===== config.mk =====
export PLATFORM = sky130hd
export DESIGN_NAME = bounded_linear_deque
export DESIGN_NICKNAME = d
export VERILOG_FILES = /design/src/rtl/bld_pkg.sv /design/src/rtl/bld_ram.sv /design/src/rtl/bld_ptr.sv /design/src/rtl/bounded_linear_deque.sv
export SDC_FILE = /design/constraint.sdc
export NUM_CORES = 1
export LEC_CHECK = 0
export ABC_AREA = 1
export BUFFER_PORTS_ARGS = -buffer_cell sky130_fd_sc_hd__buf_2
export CAP_MARGIN = 15
export CORE_UTILIZATION = 50
export CTS_CLUSTER_SIZE = 8
export DETAILED_ROUTE_END_ITERATION = 8
export PLACE_DENSITY = 0.63
export SLEW_MARGIN = 10
export SYNTH_ARGS = -nofsm -noshare
export SYNTH_HDL_FRONTEND = slang
export SYNTH_SLANG_ARGS = --single-unit

===== constraint.sdc =====
create_clock -name aclk -period 6.08 [get_ports aclk]
set_input_delay 0.912 -clock aclk [delete_from_list [all_inputs] [get_ports aclk]]
set_output_delay 0.912 -clock aclk [all_outputs]
set_load 0.02 [all_outputs]

===== src/rtl/bld_pkg.sv =====
// ----------------------------------------------------------------------------
// bld_pkg
// Shared types and constants for the bounded linear deque.
// ----------------------------------------------------------------------------
`default_nettype none

package bld_pkg;

    localparam int DEPTH_DEFAULT = 32;

    typedef enum logic [1:0] {
        OP_INS_REAR  = 2'd0,
        OP_INS_FRONT = 2'd1,
        OP_DEL_REAR  = 2'd2,
        OP_DEL_FRONT = 2'd3
    } op_t;

    typedef enum logic [1:0] {
        STS_OK        = 2'd0,
        STS_NO_REAR   = 2'd1,
        STS_NO_FRONT  = 2'd2,
        STS_UNDERFLOW = 2'd3
    } status_t;

    typedef struct packed {
        op_t        mode;
        logic [7:0] value;
    } in_t;

    typedef struct packed {
        logic [7:0] data;
        status_t    status;
    } out_t;

    // Pointer conditions seen by the control logic
    typedef struct packed {
        logic rear_full;
        logic front_blocked;
        logic empty;
    } ptr_flags_t;

    typedef enum logic {
        ST_IDLE = 1'b0,
        ST_READ = 1'b1
    } state_t;

endpackage

`default_nettype wire


===== src/rtl/bld_ram.sv =====
// ----------------------------------------------------------------------------
// bld_ram
// Generic single-clock RAM, one write port, one read port, registered read.
// ----------------------------------------------------------------------------
`default_nettype none

module bld_ram #(
    parameter int WIDTH = 8,
    parameter int DEPTH = 32
) (
    input  wire logic                     aclk,
    input  wire logic                     wr_en,
    input  wire logic [$clog2(DEPTH)-1:0] wr_addr,
    input  wire logic [WIDTH-1:0]         wr_data,
    input  wire logic [$clog2(DEPTH)-1:0] rd_addr,
    output logic      [WIDTH-1:0]         rd_data
);

    logic [WIDTH-1:0] mem [DEPTH];

    always_ff @(posedge aclk) begin
        if (wr_en) begin
            mem[wr_addr] <= wr_data;
        end
        rd_data <= mem[rd_addr];
    end

endmodule

`default_nettype wire


===== src/rtl/bld_ptr.sv =====
// ----------------------------------------------------------------------------
// bld_ptr
// Head and tail pointers: condition flags, store address, pointer update.
// ----------------------------------------------------------------------------
`default_nettype none

module bld_ptr #(
    parameter int DEPTH = bld_pkg::DEPTH_DEFAULT
) (
    input  wire logic                     aclk,
    input  wire logic                     aresetn,
    input  wire logic                     upd,
    input  wire bld_pkg::op_t             mode,
    output bld_pkg::ptr_flags_t           flags,
    output logic [$clog2(DEPTH)-1:0]      addr
);

    // head spans 0..DEPTH, tail spans -1..DEPTH-1: one signed width covers both
    localparam int PTR_W  = $clog2(DEPTH + 1) + 1;
    localparam int ADDR_W = $clog2(DEPTH);

    logic signed [PTR_W-1:0] head_reg, head_next;
    logic signed [PTR_W-1:0] tail_reg, tail_next;
    logic signed [PTR_W-1:0] ptr_sel;

    always_ff @(posedge aclk) begin
        if (!aresetn) begin
            head_reg <= '0;
            tail_reg <= '1;
        end else begin
            head_reg <= head_next;
            tail_reg <= tail_next;
        end
    end

    always_comb begin
        flags.rear_full     = (tail_reg == PTR_W'(DEPTH - 1));
        flags.front_blocked = (head_reg == '0);
        flags.empty         = (head_reg > tail_reg);
    end

    always_comb begin
        head_next = head_reg;
        tail_next = tail_reg;
        case (mode)
            bld_pkg::OP_INS_REAR: begin
                ptr_sel   = tail_reg + PTR_W'(1);
                tail_next = upd ? ptr_sel : tail_reg;
            end
            bld_pkg::OP_INS_FRONT: begin
                ptr_sel   = head_reg - PTR_W'(1);
                head_next = upd ? ptr_sel : head_reg;
            end
            bld_pkg::OP_DEL_REAR: begin
                ptr_sel   = tail_reg;
                tail_next = upd ? (tail_reg - PTR_W'(1)) : tail_reg;
            end
            default: begin
                ptr_sel   = head_reg;
                head_next = upd ? (head_reg + PTR_W'(1)) : head_reg;
            end
        endcase
    end

    assign addr = ptr_sel[ADDR_W-1:0];

endmodule

`default_nettype wire


===== src/rtl/bounded_linear_deque.sv =====
// ----------------------------------------------------------------------------
// bounded_linear_deque
// Double-ended byte queue over a linear store that never wraps.
// ----------------------------------------------------------------------------
// Usage:
//   s_valid/s_ready/s_payload carry one request transaction: an op code
//   (insert rear, insert front, delete rear, delete front) and a byte.
//   m_valid/m_ready/m_payload return exactly one result transaction per
//   request: the byte removed by a successful delete (zero otherwise) and a
//   status (ok, no room at rear, no room at front, underflow).
//   Inserts and failed requests are decided in the accept cycle, and the
//   result is in the output register from the next cycle. A successful
//   delete reads the store RAM, whose read is registered, so its result
//   passes through the RAM read register and then the output register.
//   Throughput: one insert or failed request per cycle while the output is
//   drained; a successful delete blocks new requests until its read returns.
//   s_ready is high while no delete read is pending and the output register
//   is empty or being drained in the same cycle.
//   Reset (aresetn low, synchronous) empties the queue: head at slot zero,
//   tail at minus one, no result pending. The store is not cleared; only
//   written slots are ever read.
//   When the receiver stalls, the result holds in the output register and
//   s_ready drops until it is taken.
// ----------------------------------------------------------------------------
`default_nettype none

module bounded_linear_deque #(
    parameter int DEPTH = bld_pkg::DEPTH_DEFAULT
) (
    input  wire logic          aclk,
    input  wire logic          aresetn,
    input  wire logic          s_valid,
    output logic               s_ready,
    input  wire bld_pkg::in_t  s_payload,
    output logic               m_valid,
    input  wire logic          m_ready,
    output bld_pkg::out_t      m_payload
);

    localparam int ADDR_W = $clog2(DEPTH);

    bld_pkg::state_t     state_reg, state_next;
    logic                m_valid_reg, m_valid_next;
    bld_pkg::out_t       out_reg, out_next;

    bld_pkg::ptr_flags_t flags;
    logic [ADDR_W-1:0]   mem_addr;
    logic [7:0]          rd_data;
    logic                accept;
    logic                op_ok;
    logic                wr_en;
    bld_pkg::status_t    fail_status;

    assign s_ready = (state_reg == bld_pkg::ST_IDLE) && (!m_valid_reg || m_ready);
    assign accept  = s_valid && s_ready;

    // Check the request against the pointer conditions
    always_comb begin
        case (s_payload.mode)
            bld_pkg::OP_INS_REAR: begin
                op_ok       = !flags.rear_full;
                fail_status = bld_pkg::STS_NO_REAR;
            end
            bld_pkg::OP_INS_FRONT: begin
                op_ok       = !flags.front_blocked;
                fail_status = bld_pkg::STS_NO_FRONT;
            end
            default: begin
                op_ok       = !flags.empty;
                fail_status = bld_pkg::STS_UNDERFLOW;
            end
        endcase
    end

    assign wr_en = accept && op_ok &&
                   ((s_payload.mode == bld_pkg::OP_INS_REAR) ||
                    (s_payload.mode == bld_pkg::OP_INS_FRONT));

    bld_ptr #(
        .DEPTH(DEPTH)
    ) u_ptr (
        .aclk    (aclk),
        .aresetn (aresetn),
        .upd     (accept && op_ok),
        .mode    (s_payload.mode),
        .flags   (flags),
        .addr    (mem_addr)
    );

    bld_ram #(
        .WIDTH(8),
        .DEPTH(DEPTH)
    ) u_store (
        .aclk    (aclk),
        .wr_en   (wr_en),
        .wr_addr (mem_addr),
        .wr_data (s_payload.value),
        .rd_addr (mem_addr),
        .rd_data (rd_data)
    );

    always_ff @(posedge aclk) begin
        if (!aresetn) begin
            state_reg   <= bld_pkg::ST_IDLE;
            m_valid_reg <= 1'b0;
        end else begin
            state_reg   <= state_next;
            m_valid_reg <= m_valid_next;
        end
    end

    always_ff @(posedge aclk) begin
        out_reg <= out_next;
    end

    always_comb begin
        state_next   = state_reg;
        m_valid_next = m_valid_reg && !m_ready;
        out_next     = out_reg;
        case (state_reg)
            bld_pkg::ST_IDLE: begin
                if (accept) begin
                    if (op_ok && !wr_en) begin
                        // successful delete: wait for the RAM read
                        state_next = bld_pkg::ST_READ;
                    end else begin
                        m_valid_next    = 1'b1;
                        out_next.data   = '0;
                        out_next.status = op_ok ? bld_pkg::STS_OK : fail_status;
                    end
                end
            end
            bld_pkg::ST_READ: begin
                // output register was freed when the delete was accepted
                state_next      = bld_pkg::ST_IDLE;
                m_valid_next    = 1'b1;
                out_next.data   = rd_data;
                out_next.status = bld_pkg::STS_OK;
            end
            default: begin
                state_next = bld_pkg::ST_IDLE;
            end
        endcase
    end

    assign m_valid   = m_valid_reg;
    assign m_payload = out_reg;

endmodule

`default_nettype wire

==> impl_metrics.toml <==
[timing]
fin_crit_sh_pct = 63.5
worst_slew_margin_rel_pct = 40.2
rsz0062_at_grt = "false"
fmax_mhz = 259
worstMarginPinSlew_ns = 0.897
setup_tns_ns = 0
slew_violations = 0
finalHoldViolations = 0
finalSetupViolations = 0
finalClockSkew_ns = 0.0203
min_period_ns = 3.86

[final_layout]
layout-drive-gt1-share_pct = 8.73
area_delta_synth_final_pct = 10.9
final_cells = 1682
largest_register_ffs = 256
n_fill_cell = 2176
postLayoutCellArea_sq_um = 14400
antenna_cells = 0
nets = 1354
regMostFlops = "u_store.mem"

[logic_synthesis]
ys_seq_area_share_pct = 65.0
ys.flop_type = "edfxtp_1"
yosys_register_bits = 290
avgSynthCellArea_sq_um = 9.92
synthCells = 1312
synth.distinct_cells = 29
synth_edf_count = 266
syn_nets = 1338
synthArstFlopShare_pct = 0
ys_warn_count = 0
syn_area_sq_um = 13000

[routing]
drc = 0
first_pass_iters = 7
num_vias = 9227
drt_iter0_markers = 924
drt-total-wl_um = 32600
wl_per_cell_um = 19.4
post_drt_via_cell_ratio = 5.49
postRouteAntennaNets = 0

[worst_setup_path]
r2r-end = "u_store.mem[8][5]"
path_max_fanout = 40
slowest_stage = "nor2_1"
arrival_ns = 3.99
path_cells = "buf_2 -> inv_2 -> nand2_1 -> nand3_4 -> nand2_4 -> nand2_1 -> inv_2 -> nand2_1 -> nor2_1"
critPathKind = "primary input to register"
crit_end = "u_store.mem[8][5]"
crit_buf_inv = 3
cp-start-kind = "primary input"
rr_startpoint = "u_ptr.head_reg[0]"
r2r_cells = 11
path_depth = 9
critPathTopFamily = "simple AND/OR/NAND/NOR gates"
r2r_slack_ns = 2.32
crit_start = "s_payload[8]"
worst_ep_required_time_ns = 6.21
critPathMostFrequentCell = "nand2_1"
crit_path_end_kind = "register"
max_stage_delay_ns = 0.69

[cts]
cts_buffer_depth = 3
hold_buffers = 0
clkLatencyLatePin_ns = 0.52
cts_root_buffer = "clkbuf_16"
numCtsBuffers = 42
ctsHtreeMaxLevel = 2
post-cts-setup-buffers = 0
post_cts_resized = 0
cts_sinks = 290
clkSlewWorstSetupHoldPaths_ns = 0.05
cts_tree = "done"

[placed_design]
place.gp.congestion = 0.916
placed_area_sq_um = 13300
hpwl_um = 20000
dp.cells = 1614
port_buffers = 25

[hold_path]
hold_class = "register to register"

[run]
cap_viol_max_count = 0

[power]
powerDensity_nw_per_um2 = 336
p_total_uw = 4850
power.leakage_uw = 0.00587
peakVddDrop_mv = 0.223

[global_routing]
grt_start_max_net_pins = 58
first_global_vias = 8655
antenna_found_initial = 0
grt_usage_pct = 25.2
grt_first_pass_wirelength_um = 50000
grt.overflow.total = 0

[floorplan]
ioPinCount = 26
die_w_um = 163
initial_core_util_pct = 51.4
rows = 58
die_h_um = 163
core-area_sq_um = 25300
dieArea_sq_um = 26700

[outcome]
status = "complete, no violations"
-- cells in the mapped netlist, types with 7 or more instances --
library cell | number | area, sq um
buf_2 | 36 | 180
a21oi_1 | 14 | 70.1
nor2_1 | 83 | 312
o21ai_0 | 10 | 50.1
edfxtp_1 | 266 | 7990
xor2_1 | 13 | 114
inv_2 | 15 | 56.3
buf_4 | 9 | 67.6
nand3_1 | 193 | 966
clkbuf_1 | 7 | 26.3
nor2_2 | 13 | 81.3
dfxtp_1 | 24 | 480
inv_1 | 38 | 143
buf_6 | 8 | 90.1
ha_1 | 12 | 150
nand2_1 | 543 | 2040
-- area by class of cell --
type                       count  area (sq um)  area share (%)
inverter                      55           206            1.43
clock inverter                 2          16.3           0.113
clock buffer                  66          1160            8.05
sequential                   290          8470            58.6
timing repair buffer          33           185            1.28
tap                          330           413            2.86
multi-input combinational    906          3990            27.6
-- cell usage in the layout (no fill, tap or decap), types with 2 or more instances in the layout --
| cell type | n |
|---|---|
| inv_2 | 15 |
| nand4_1 | 5 |
| nor3_1 | 3 |
| nor2_2 | 13 |
| dfxtp_1 | 24 |
| clkbuf_1 | 23 |
| inv_1 | 38 |
| edfxtp_1 | 266 |
| nor2_4 | 5 |
| nand2_4 | 2 |
| o21ai_0 | 10 |
| clkinv_1 | 2 |
| nand2_1 | 543 |
| a21oi_1 | 14 |
| buf_2 | 25 |
| clkbuf_16 | 43 |
| nand3_1 | 193 |
| ha_1 | 12 |
| nor2_1 | 83 |
| nand2_2 | 3 |
| buf_4 | 8 |
| xor2_1 | 13 |
-- worst min path at each step --
stage	slack (ns)	to	cells past startpoint	startpoint
2_1_floorplan	0.44	u_ptr.tail_reg[6]	2	u_ptr.tail_reg[6]
5_1_grt	0.51	m_payload[8]	2	u_store.rd_data[6]
6_report	0.48	u_ptr.tail_reg[6]	2	u_ptr.tail_reg[6]
3_5_place_dp	0.47	u_ptr.tail_reg[6]	2	u_ptr.tail_reg[6]
4_1_cts	0.48	u_ptr.tail_reg[6]	2	u_ptr.tail_reg[6]
3_3_place_gp	0.46	u_ptr.tail_reg[6]	2	u_ptr.tail_reg[6]
-- metrics by stage --
stage                     hold WS, ns  util, %  setup WS, ns
after floorplan                 0.442        -          3.36
after global placement          0.456     52.4          1.89
after detailed placement        0.468     52.4          1.77
after CTS                       0.482     57.0          2.30
after global routing            0.506     57.0          2.07
final                           0.483     57.0          2.22
-- where the power goes --
part / internal (uW) / total, uW / leakage (uW) / switching, uW
Combinational: 130 / 531 / 0.00271 / 401
Sequential: 2220 / 2240 / 0.00260 / 18.8
Clock: 1290 / 2080 / 0.000562 / 792
-- routing by layer --
| layer | share of wire (%) | vias up | GRT usage [%] |
|---|---|---|---|
| li1 | - | 4414 | - |
| met1 | 44 | 4331 | 36.3 |
| met2 | 45 | 423 | 39.3 |
| met3 | 8.4 | 59 | 4.62 |
| met4 | 2.1 | 0 | 6.84 |
| met5 | 0 | - | 0 |
-- logic make-up after synthesis --
family,Yosys count,synth area share [%]
compound gates,27,1.09
xor+xnor,14,0.942
fa+ha+maj,12,1.15
buf+inv,116,4.41
flops,290,65.0
simple gates,853,27.4
-- worst register-to-register path, delay by kind of cell, from the launching register on --
| family | cells | cell delay [ns] |
|---|---|---|
| buffers and inverters | 4 | 1.05 |
| adders and majority gates | 1 | 0.34 |
| DFF | 1 | 0.46 |
| and+or+nand+nor | 6 | 1.55 |
No activity file was read; power rests on OpenSTA's default activity.
